## src/crce_pkg.sv

```systemverilog
// Package for the configurable CRC engine: shared types, codes and bit helpers.
`default_nettype none

package crce_pkg;

    // Width codes; any other code behaves as 32 bits
    localparam logic [1:0] WIDTH_8  = 2'd0;
    localparam logic [1:0] WIDTH_16 = 2'd1;
    localparam logic [1:0] WIDTH_32 = 2'd2;

    // Configuration register indexes
    localparam logic [2:0] REG_WIDTH_MODE = 3'd0;
    localparam logic [2:0] REG_POLYNOMIAL = 3'd1;
    localparam logic [2:0] REG_INIT_VALUE = 3'd2;
    localparam logic [2:0] REG_XOR_OUT    = 3'd3;
    localparam logic [2:0] REG_REFLECT    = 3'd4;

    // Reset values of the configuration registers (CRC-32)
    localparam logic [1:0]  RST_WIDTH_MODE = WIDTH_32;
    localparam logic [31:0] RST_POLYNOMIAL = 32'h04C1_1DB7;
    localparam logic [31:0] RST_INIT_VALUE = 32'hFFFF_FFFF;
    localparam logic [31:0] RST_XOR_OUT    = 32'hFFFF_FFFF;
    localparam logic        RST_REFLECT    = 1'b1;

    typedef struct packed {
        logic [1:0]  width_mode;
        logic [31:0] polynomial;
        logic [31:0] init_value;
        logic [31:0] xor_out;
        logic        reflect;
    } t_cfg;

    // Mask of the active CRC bits
    function automatic logic [31:0] f_mask(input logic [1:0] width_mode);
        logic [31:0] m;
        begin
            case (width_mode)
                WIDTH_8:  m = 32'h0000_00FF;
                WIDTH_16: m = 32'h0000_FFFF;
                default:  m = 32'hFFFF_FFFF;
            endcase
            return m;
        end
    endfunction

    // Full 32-bit bit reversal
    function automatic logic [31:0] f_reverse32(input logic [31:0] v);
        logic [31:0] r;
        begin
            for (int i = 0; i < 32; i++) begin
                r[i] = v[31 - i];
            end
            return r;
        end
    endfunction

    // Mirror the low W bits of a value (upper bits must be zero)
    function automatic logic [31:0] f_mirror(input logic [31:0] v,
                                             input logic [1:0]  width_mode);
        logic [31:0] r;
        logic [31:0] m;
        begin
            r = f_reverse32(v);
            case (width_mode)
                WIDTH_8:  m = r >> 24;
                WIDTH_16: m = r >> 16;
                default:  m = r;
            endcase
            return m;
        end
    endfunction

    // Byte order reversal of the result for 16 and 32 bit widths
    function automatic logic [31:0] f_byte_swap(input logic [31:0] v,
                                                input logic [1:0]  width_mode);
        logic [31:0] s;
        begin
            case (width_mode)
                WIDTH_8:  s = v;
                WIDTH_16: s = {16'h0000, v[7:0], v[15:8]};
                default:  s = {v[7:0], v[15:8], v[23:16], v[31:24]};
            endcase
            return s;
        end
    endfunction

endpackage

`default_nettype wire

```

## src/crce_cfg_regs.sv

```systemverilog
// Configuration register bank of the CRC engine with write-triggered reload flag.
`default_nettype none

module crce_cfg_regs (
    input  wire logic                i_clk,
    input  wire logic                i_rst_n,
    input  wire logic                i_cfg_we,
    input  wire logic [2:0]          i_cfg_index,
    input  wire logic [31:0]         i_cfg_data,
    output crce_pkg::t_cfg           o_cfg,
    output logic                     o_cfg_hit
);

    crce_pkg::t_cfg r_cfg;
    crce_pkg::t_cfg n_cfg;
    logic           hit;

    // Decode the write
    always_comb begin
        n_cfg = r_cfg;
        hit   = 1'b0;
        if (i_cfg_we) begin
            hit = 1'b1;
            case (i_cfg_index)
                crce_pkg::REG_WIDTH_MODE: n_cfg.width_mode = i_cfg_data[1:0];
                crce_pkg::REG_POLYNOMIAL: n_cfg.polynomial = i_cfg_data;
                crce_pkg::REG_INIT_VALUE: n_cfg.init_value = i_cfg_data;
                crce_pkg::REG_XOR_OUT:    n_cfg.xor_out    = i_cfg_data;
                crce_pkg::REG_REFLECT:    n_cfg.reflect    = i_cfg_data[0];
                default:                  hit = 1'b0;
            endcase
        end
    end

    always_ff @(posedge i_clk) begin
        if (!i_rst_n) begin
            r_cfg.width_mode <= crce_pkg::RST_WIDTH_MODE;
            r_cfg.polynomial <= crce_pkg::RST_POLYNOMIAL;
            r_cfg.init_value <= crce_pkg::RST_INIT_VALUE;
            r_cfg.xor_out    <= crce_pkg::RST_XOR_OUT;
            r_cfg.reflect    <= crce_pkg::RST_REFLECT;
        end else begin
            r_cfg <= n_cfg;
        end
    end

    assign o_cfg     = r_cfg;
    assign o_cfg_hit = hit;

endmodule

`default_nettype wire

```

## src/crce_update.sv

```systemverilog
// Combinational byte-wide CRC update and result formatting.
`default_nettype none

module crce_update (
    input  wire crce_pkg::t_cfg  i_cfg,
    input  wire logic            i_start,
    input  wire logic [31:0]     i_crc,
    input  wire logic [7:0]      i_data_byte,
    output logic [31:0]          o_crc_next,
    output logic [31:0]          o_crc_result
);

    logic [31:0] mask;
    logic [31:0] poly;
    logic [31:0] rpoly;
    logic [31:0] crc_in;
    logic [31:0] crc;
    logic [31:0] crc_masked;
    logic        top_bit;

    always_comb begin
        mask   = crce_pkg::f_mask(i_cfg.width_mode);
        poly   = i_cfg.polynomial & mask;
        rpoly  = crce_pkg::f_mirror(poly, i_cfg.width_mode);
        // A new message starts from the init value
        crc_in = (i_start ? i_cfg.init_value : i_crc) & mask;
        crc    = crc_in;
        top_bit = 1'b0;

        if (i_cfg.reflect) begin
            // LSB first: right shift with mirrored polynomial
            crc = crc ^ {24'h000000, i_data_byte};
            for (int i = 0; i < 8; i++) begin
                crc = crc[0] ? ((crc >> 1) ^ rpoly) : (crc >> 1);
            end
        end else begin
            // MSB first: byte aligned under the top of the register
            case (i_cfg.width_mode)
                crce_pkg::WIDTH_8:  crc = crc ^ {24'h000000, i_data_byte};
                crce_pkg::WIDTH_16: crc = crc ^ {16'h0000, i_data_byte, 8'h00};
                default:            crc = crc ^ {i_data_byte, 24'h000000};
            endcase
            for (int i = 0; i < 8; i++) begin
                case (i_cfg.width_mode)
                    crce_pkg::WIDTH_8:  top_bit = crc[7];
                    crce_pkg::WIDTH_16: top_bit = crc[15];
                    default:            top_bit = crc[31];
                endcase
                crc = top_bit ? ((crc << 1) ^ poly) : (crc << 1);
            end
        end

        crc_masked   = crc & mask;
        o_crc_next   = crc_masked;
        o_crc_result = crce_pkg::f_byte_swap((crc_masked ^ i_cfg.xor_out) & mask,
                                             i_cfg.width_mode);
    end

endmodule

`default_nettype wire

```

## src/configurable_crc_engine_top.sv

```systemverilog
// Top level of the configurable CRC-8/16/32 engine.
// Flow: a byte accepted into the input register updates the running CRC register as it
// leaves; a last byte also loads the result register and waits while it is held.
// Throughput: one byte per cycle except such waits, set by the unrolled 8-bit update.
// Reset: synchronous active-low; CRC-32 configuration restored, next byte uses init.
`default_nettype none

module configurable_crc_engine_top (
    input  wire logic        i_clk,
    input  wire logic        i_rst_n,
    // configuration write port
    input  wire logic        i_cfg_we,
    input  wire logic [2:0]  i_cfg_index,
    input  wire logic [31:0] i_cfg_data,
    // input channel
    input  wire logic        i_in_valid,
    output logic             o_in_stall,
    input  wire logic [7:0]  i_data_byte,
    input  wire logic        i_last_byte,
    // output channel
    output logic             o_out_valid,
    input  wire logic        i_out_stall,
    output logic [31:0]      o_crc_result
);

    crce_pkg::t_cfg cfg;
    logic           cfg_hit;

    logic        r_in_valid;
    logic [7:0]  r_in_byte;
    logic        r_in_last;
    logic        r_start;
    logic [31:0] r_crc;
    logic        r_out_valid;
    logic [31:0] r_out_crc;

    logic        out_free;
    logic        fire;
    logic        in_take;
    logic [31:0] crc_next;
    logic [31:0] crc_result;

    crce_cfg_regs u_cfg (
        .i_clk       (i_clk),
        .i_rst_n     (i_rst_n),
        .i_cfg_we    (i_cfg_we),
        .i_cfg_index (i_cfg_index),
        .i_cfg_data  (i_cfg_data),
        .o_cfg       (cfg),
        .o_cfg_hit   (cfg_hit)
    );

    crce_update u_update (
        .i_cfg        (cfg),
        .i_start      (r_start),
        .i_crc        (r_crc),
        .i_data_byte  (r_in_byte),
        .o_crc_next   (crc_next),
        .o_crc_result (crc_result)
    );

    // Handshake: a byte leaves the input register unless it carries a result
    // and the output register is still held
    assign out_free   = !r_out_valid || !i_out_stall;
    assign fire       = r_in_valid && (!r_in_last || out_free);
    assign in_take    = i_in_valid && !o_in_stall;
    assign o_in_stall = r_in_valid && !fire;

    // Input register
    always_ff @(posedge i_clk) begin
        if (!i_rst_n) begin
            r_in_valid <= 1'b0;
        end else if (in_take) begin
            r_in_valid <= 1'b1;
        end else if (fire) begin
            r_in_valid <= 1'b0;
        end
    end

    always_ff @(posedge i_clk) begin
        if (in_take) begin
            r_in_byte <= i_data_byte;
            r_in_last <= i_last_byte;
        end
    end

    // Running CRC; r_start marks that the next byte begins a message
    always_ff @(posedge i_clk) begin
        if (!i_rst_n) begin
            r_start <= 1'b1;
        end else if (cfg_hit) begin
            r_start <= 1'b1;
        end else if (fire) begin
            r_start <= r_in_last;
        end
    end

    always_ff @(posedge i_clk) begin
        if (fire) begin
            r_crc <= crc_next;
        end
    end

    // Result register
    always_ff @(posedge i_clk) begin
        if (!i_rst_n) begin
            r_out_valid <= 1'b0;
        end else if (fire && r_in_last) begin
            r_out_valid <= 1'b1;
        end else if (!i_out_stall) begin
            r_out_valid <= 1'b0;
        end
    end

    always_ff @(posedge i_clk) begin
        if (fire && r_in_last) begin
            r_out_crc <= crc_result;
        end
    end

    assign o_out_valid  = r_out_valid;
    assign o_crc_result = r_out_crc;

endmodule

`default_nettype wire

```

## config.mk

```make
export PLATFORM = sky130hd
export DESIGN_NAME = configurable_crc_engine_top
export DESIGN_NICKNAME = d
export VERILOG_FILES = /design/src/crce_pkg.sv /design/src/crce_cfg_regs.sv /design/src/crce_update.sv /design/src/configurable_crc_engine_top.sv
export SDC_FILE = /design/constraint.sdc
export NUM_CORES = 1
export LEC_CHECK = 0
export CORE_AREA = 2 2 238 240
export DETAILED_ROUTE_END_ITERATION = 8
export DIE_AREA = 0 0 240 242
export DONT_BUFFER_PORTS = 1
export PLACE_DENSITY = 0.49
export SLEW_MARGIN = 10
export SYNTH_ARGS = -nofsm -noshare
export SYNTH_HDL_FRONTEND = slang
export SYNTH_SLANG_ARGS = --single-unit
```

## constraint.sdc

```tcl
create_clock -name i_clk -period 17.5 [get_ports i_clk]
set_clock_uncertainty 0.05 [all_clocks]
set_input_delay 1.75 -clock i_clk [delete_from_list [all_inputs] [get_ports i_clk]]
set_output_delay 1.75 -clock i_clk [all_outputs]
set_load 0.02 [all_outputs]
```

==> impl_results.md <==
* Buffers inserted by post-CTS timing repair at 0
* Sequential Power Share at 22.2%
* CTS root buf: clkbuf_16
* Termination of the worst setup path: o_crc_result[7]$_DFFE_PP_
* Vias in the first global route at 15300
* Htree depth at 4
* First-pass GRT wire length at 109000 um
* Layout cells sized above 1 at 7.16%
* Worst min path class: reg2reg
* CTS sink cnt at 175
* Cell Area, Synth at 0.0171 mm^2
* Clk buf depth at 2
* Die Span X at 240 um
* Synth Warn # at 0
* IO buf count at 0
* CTS tree: built
* Design area at 0.0184 mm^2
* Lkg Pwr at 6.88 nW
* Pin count of the biggest net entering global routing at 103
* RSZ-0062 raised after global routing: no
* Placed Cells at 2903
* Die ar. at 0.0581 mm^2
* Worst slew pin tran at 1.25 ns
* Slew Limit Headroom at 14.4%
* CP arrival at 9.39 ns
* Final Util at 33.0%
* Via/cell ratio at 5.51
* DRC Markers at 0
* Reg2reg end: o_crc_result[7]$_DFFE_PP_
* Tmin final at 9.25 ns
* Status: complete, no violations
* Min-delay src: u_cfg.o_cfg[49]$_SDFFE_PN1P_
* Crit path kind: reg2reg
* R2R Path Start: r_start$_SDFFE_PP1P_
* Logic pwr share at 62.4%
* Wirelength per Cell at 25.7 um
* Netlist cell types at 98
* Rows at 87
* Clk_lat worst skew at 0.46 ns
* Area delta synth->final at 7.66%
* Initial DRC count at 1869
* Maximum vdd ir drop at 0.0787 mV
* Period utilization at 52.8%
* Final hold vios at 0
* Non-Filler Instances at 2936
* Remaining antenna violation count at 0
* Number of synthesized flops with an enable pin at 73
* Initial Util at 30.7%
* Drt first pass iters at 5
* Cells on worst reg2reg path at 21
* Critical path peak fanout at 32
* Vias at 16200
* Critical path endpoint category: flop
* # resized after CTS at 0
* Synthesized flop and latch total at 175
* Fmax at 108 MHz
* Max-cap violations at 0
* Post-synth ARST share at 0%
* Pwr Total at 0.00256 W
* Fin nets at 2215
* Placed cell areas at 0.0178 mm^2
* Synth Net Count at 2312
* P_sw at 0.00121 W
* Final setup fails at 0
* Syn avg cell area at 7.55 um^2
* Top_reg_cell synth: dfxtp_1
* Sw Ratio at 47.5%
* Die H at 242 um
* Final setup TNS at 0 ns
* Pint at 0.00134 W
* Gpl congestion at 1.01
* Sequential fraction of the synthesis area at 24.8%
* Number of I/O pins at 83
* Reg clk slew, reported paths at 0.08 ns
* Required @ worst endpoint at 17.65 ns
* Clk pwr share at 15.4%
* Cells after Synth at 2263
* CTS Buf Count at 17
* Total core area at 0.0557 mm^2
* Total gr overflow at 0
* CP Launch Type: flop
* Power per cell area at 139 mW/mm^2
* Register-to-Register Setup Slack at 8.25 ns
* Post-DP HPWL at 55400 um
* Slew Limit Fails at 0
* Antenna violations before repair at 2
* Final wirelength at 75500 um
* Total Routing Usage GR at 25.8%
* Worst Setup SP: r_start$_SDFFE_PP1P_
* CTS hold repair buffers at 0
==> metrics by stage <==
| step | setup WS [ns] | hold slack [ns] |
|---|---|---|
| 2_1_floorplan | 11.39 | 0.391 |
| 3_3_place_gp | 8.66 | 0.399 |
| 3_5_place_dp | 8.41 | 0.410 |
| 4_1_cts | 8.39 | 0.428 |
| 5_1_grt | 7.55 | 0.446 |
| 6_report | 8.25 | 0.428 |
==> worst max-delay path, cell delays in order, from the launching register on <==
cell and delay [ns]:
dfxtp_2 0.34, buf_4 0.55, mux2i_1 0.46, mux2_2 0.49, nor3_2 0.17, buf_4 0.35, o22ai_1 0.13, xnor2_1 0.77
o21a_1 0.86, o2111ai_1 0.21, a211oi_1 0.34, a211oi_1 0.19, nor2_1 0.51, and3_1 0.94, o2111ai_2 0.29, a211o_4 0.42
a21oi_4 0.28, nor3_1 0.11, xor2_1 0.16, o21ai_0 0.81, mux2i_1 0.36, o211ai_1 0.12
==> power by group through the flow <==
| stage | registers, W | clock network (W) | logic [W] |
|---|---|---|---|
| global route | 0.000571 | 0.000413 | 0.00170 |
| CTS | 0.000567 | 0.000397 | 0.00157 |
| global placement | 0.000577 | 0 | 0.00155 |
| floorplan | 0.000556 | 0 | 0.00115 |
| detailed placement | 0.000575 | 0 | 0.00155 |
| finish | 0.000568 | 0.000392 | 0.00160 |
==> flip-flops by register name, summed over array words and instances, names as in the netlist <==
signal,count
u_cfg.o_cfg,99
o_crc_result,32
r_crc,32
r_start,1
r_in_valid,1
r_in_byte,8
r_in_last,1
o_out_valid,1
==> worst min path at each step <==
stage / depth (start not counted) / slack [ns] / endpoint
floorplan: 2 / 0.39 / u_cfg.o_cfg[33]$_SDFFE_PN1P_
global placement: 2 / 0.40 / u_cfg.o_cfg[34]$_SDFFE_PN1P_
detailed placement: 2 / 0.41 / u_cfg.o_cfg[33]$_SDFFE_PN1P_
CTS: 2 / 0.43 / u_cfg.o_cfg[49]$_SDFFE_PN1P_
global route: 2 / 0.45 / u_cfg.o_cfg[34]$_SDFFE_PN1P_
finish: 2 / 0.43 / u_cfg.o_cfg[49]$_SDFFE_PN1P_
==> layout make-up <==
cell class / count / area, um^2
antenna: 1 / 2.50
tap: 756 / 946
fill: 6043 / 37300
clock inverter: 14 / 168
sequential: 175 / 4240
clock buffer: 18 / 429
multi-input combinational: 1885 / 12100
timing repair buffer: 58 / 435
inverter: 29 / 109
==> logic make-up (layout without fill, tap and decap cells) <==
logic type | Yosys count | count (layout) | synth area share, %
simple gates | 1065 | 1065 | 28.3
xor+xnor | 520 | 520 | 27.3
compound gates | 233 | 233 | 10.7
buf+inv | 203 | 119 | 4.83
flops | 175 | 175 | 24.8
mux | 67 | 67 | 4.07
other cells | 0 | 1 | 0
==> synth_stat cells, drive strengths merged (10+ instances only) <==
master / n / share of area (%)
nor2b: 28 / 1.0
nand2: 558 / 12
xnor2: 428 / 22
o31ai: 13 / 0.95
dfxtp: 102 / 12
o211ai: 22 / 1.1
inv: 28 / 0.61
nand3: 114 / 3.3
a21boi: 20 / 0.88
buf: 37 / 1.2
and2: 25 / 0.93
nor4: 16 / 0.71
xor2: 84 / 4.3
nand4: 29 / 1.1
clkbuf: 137 / 3.0
nand2b: 10 / 0.37
nor2: 169 / 3.8
a21oi: 33 / 1.1
a211oi: 13 / 0.57
mux2i: 60 / 3.6
edfxtp: 73 / 13
and4: 17 / 0.90
a31oi: 19 / 0.77
and3: 29 / 1.1
nor3: 32 / 1.1
o21ai: 32 / 0.94
==> layout by cell type (no fill, tap or decap), types with 28 or more instances in the layout <==
master    instances
a21oi_1          31
and3_1           28
buf_4            58
dfxtp_1          99
edfxtp_1         73
mux2i_1          59
nand2_1         557
nand3_1         114
nand4_1          29
nor2_1          164
xnor2_1         425
xor2_1           83
==> layer usage <==
metal	part of all wire (%)	wire length [um]	vias up	GRT usage, %
met3	8.3	6300	176	3.95
met2	44	32800	872	39.0
met4	6.2	4700	0	14.3
li1	-	-	7362	-
met1	42	31600	7763	34.9
met5	0	0	-	0
Power figures use the tool's default switching activity.
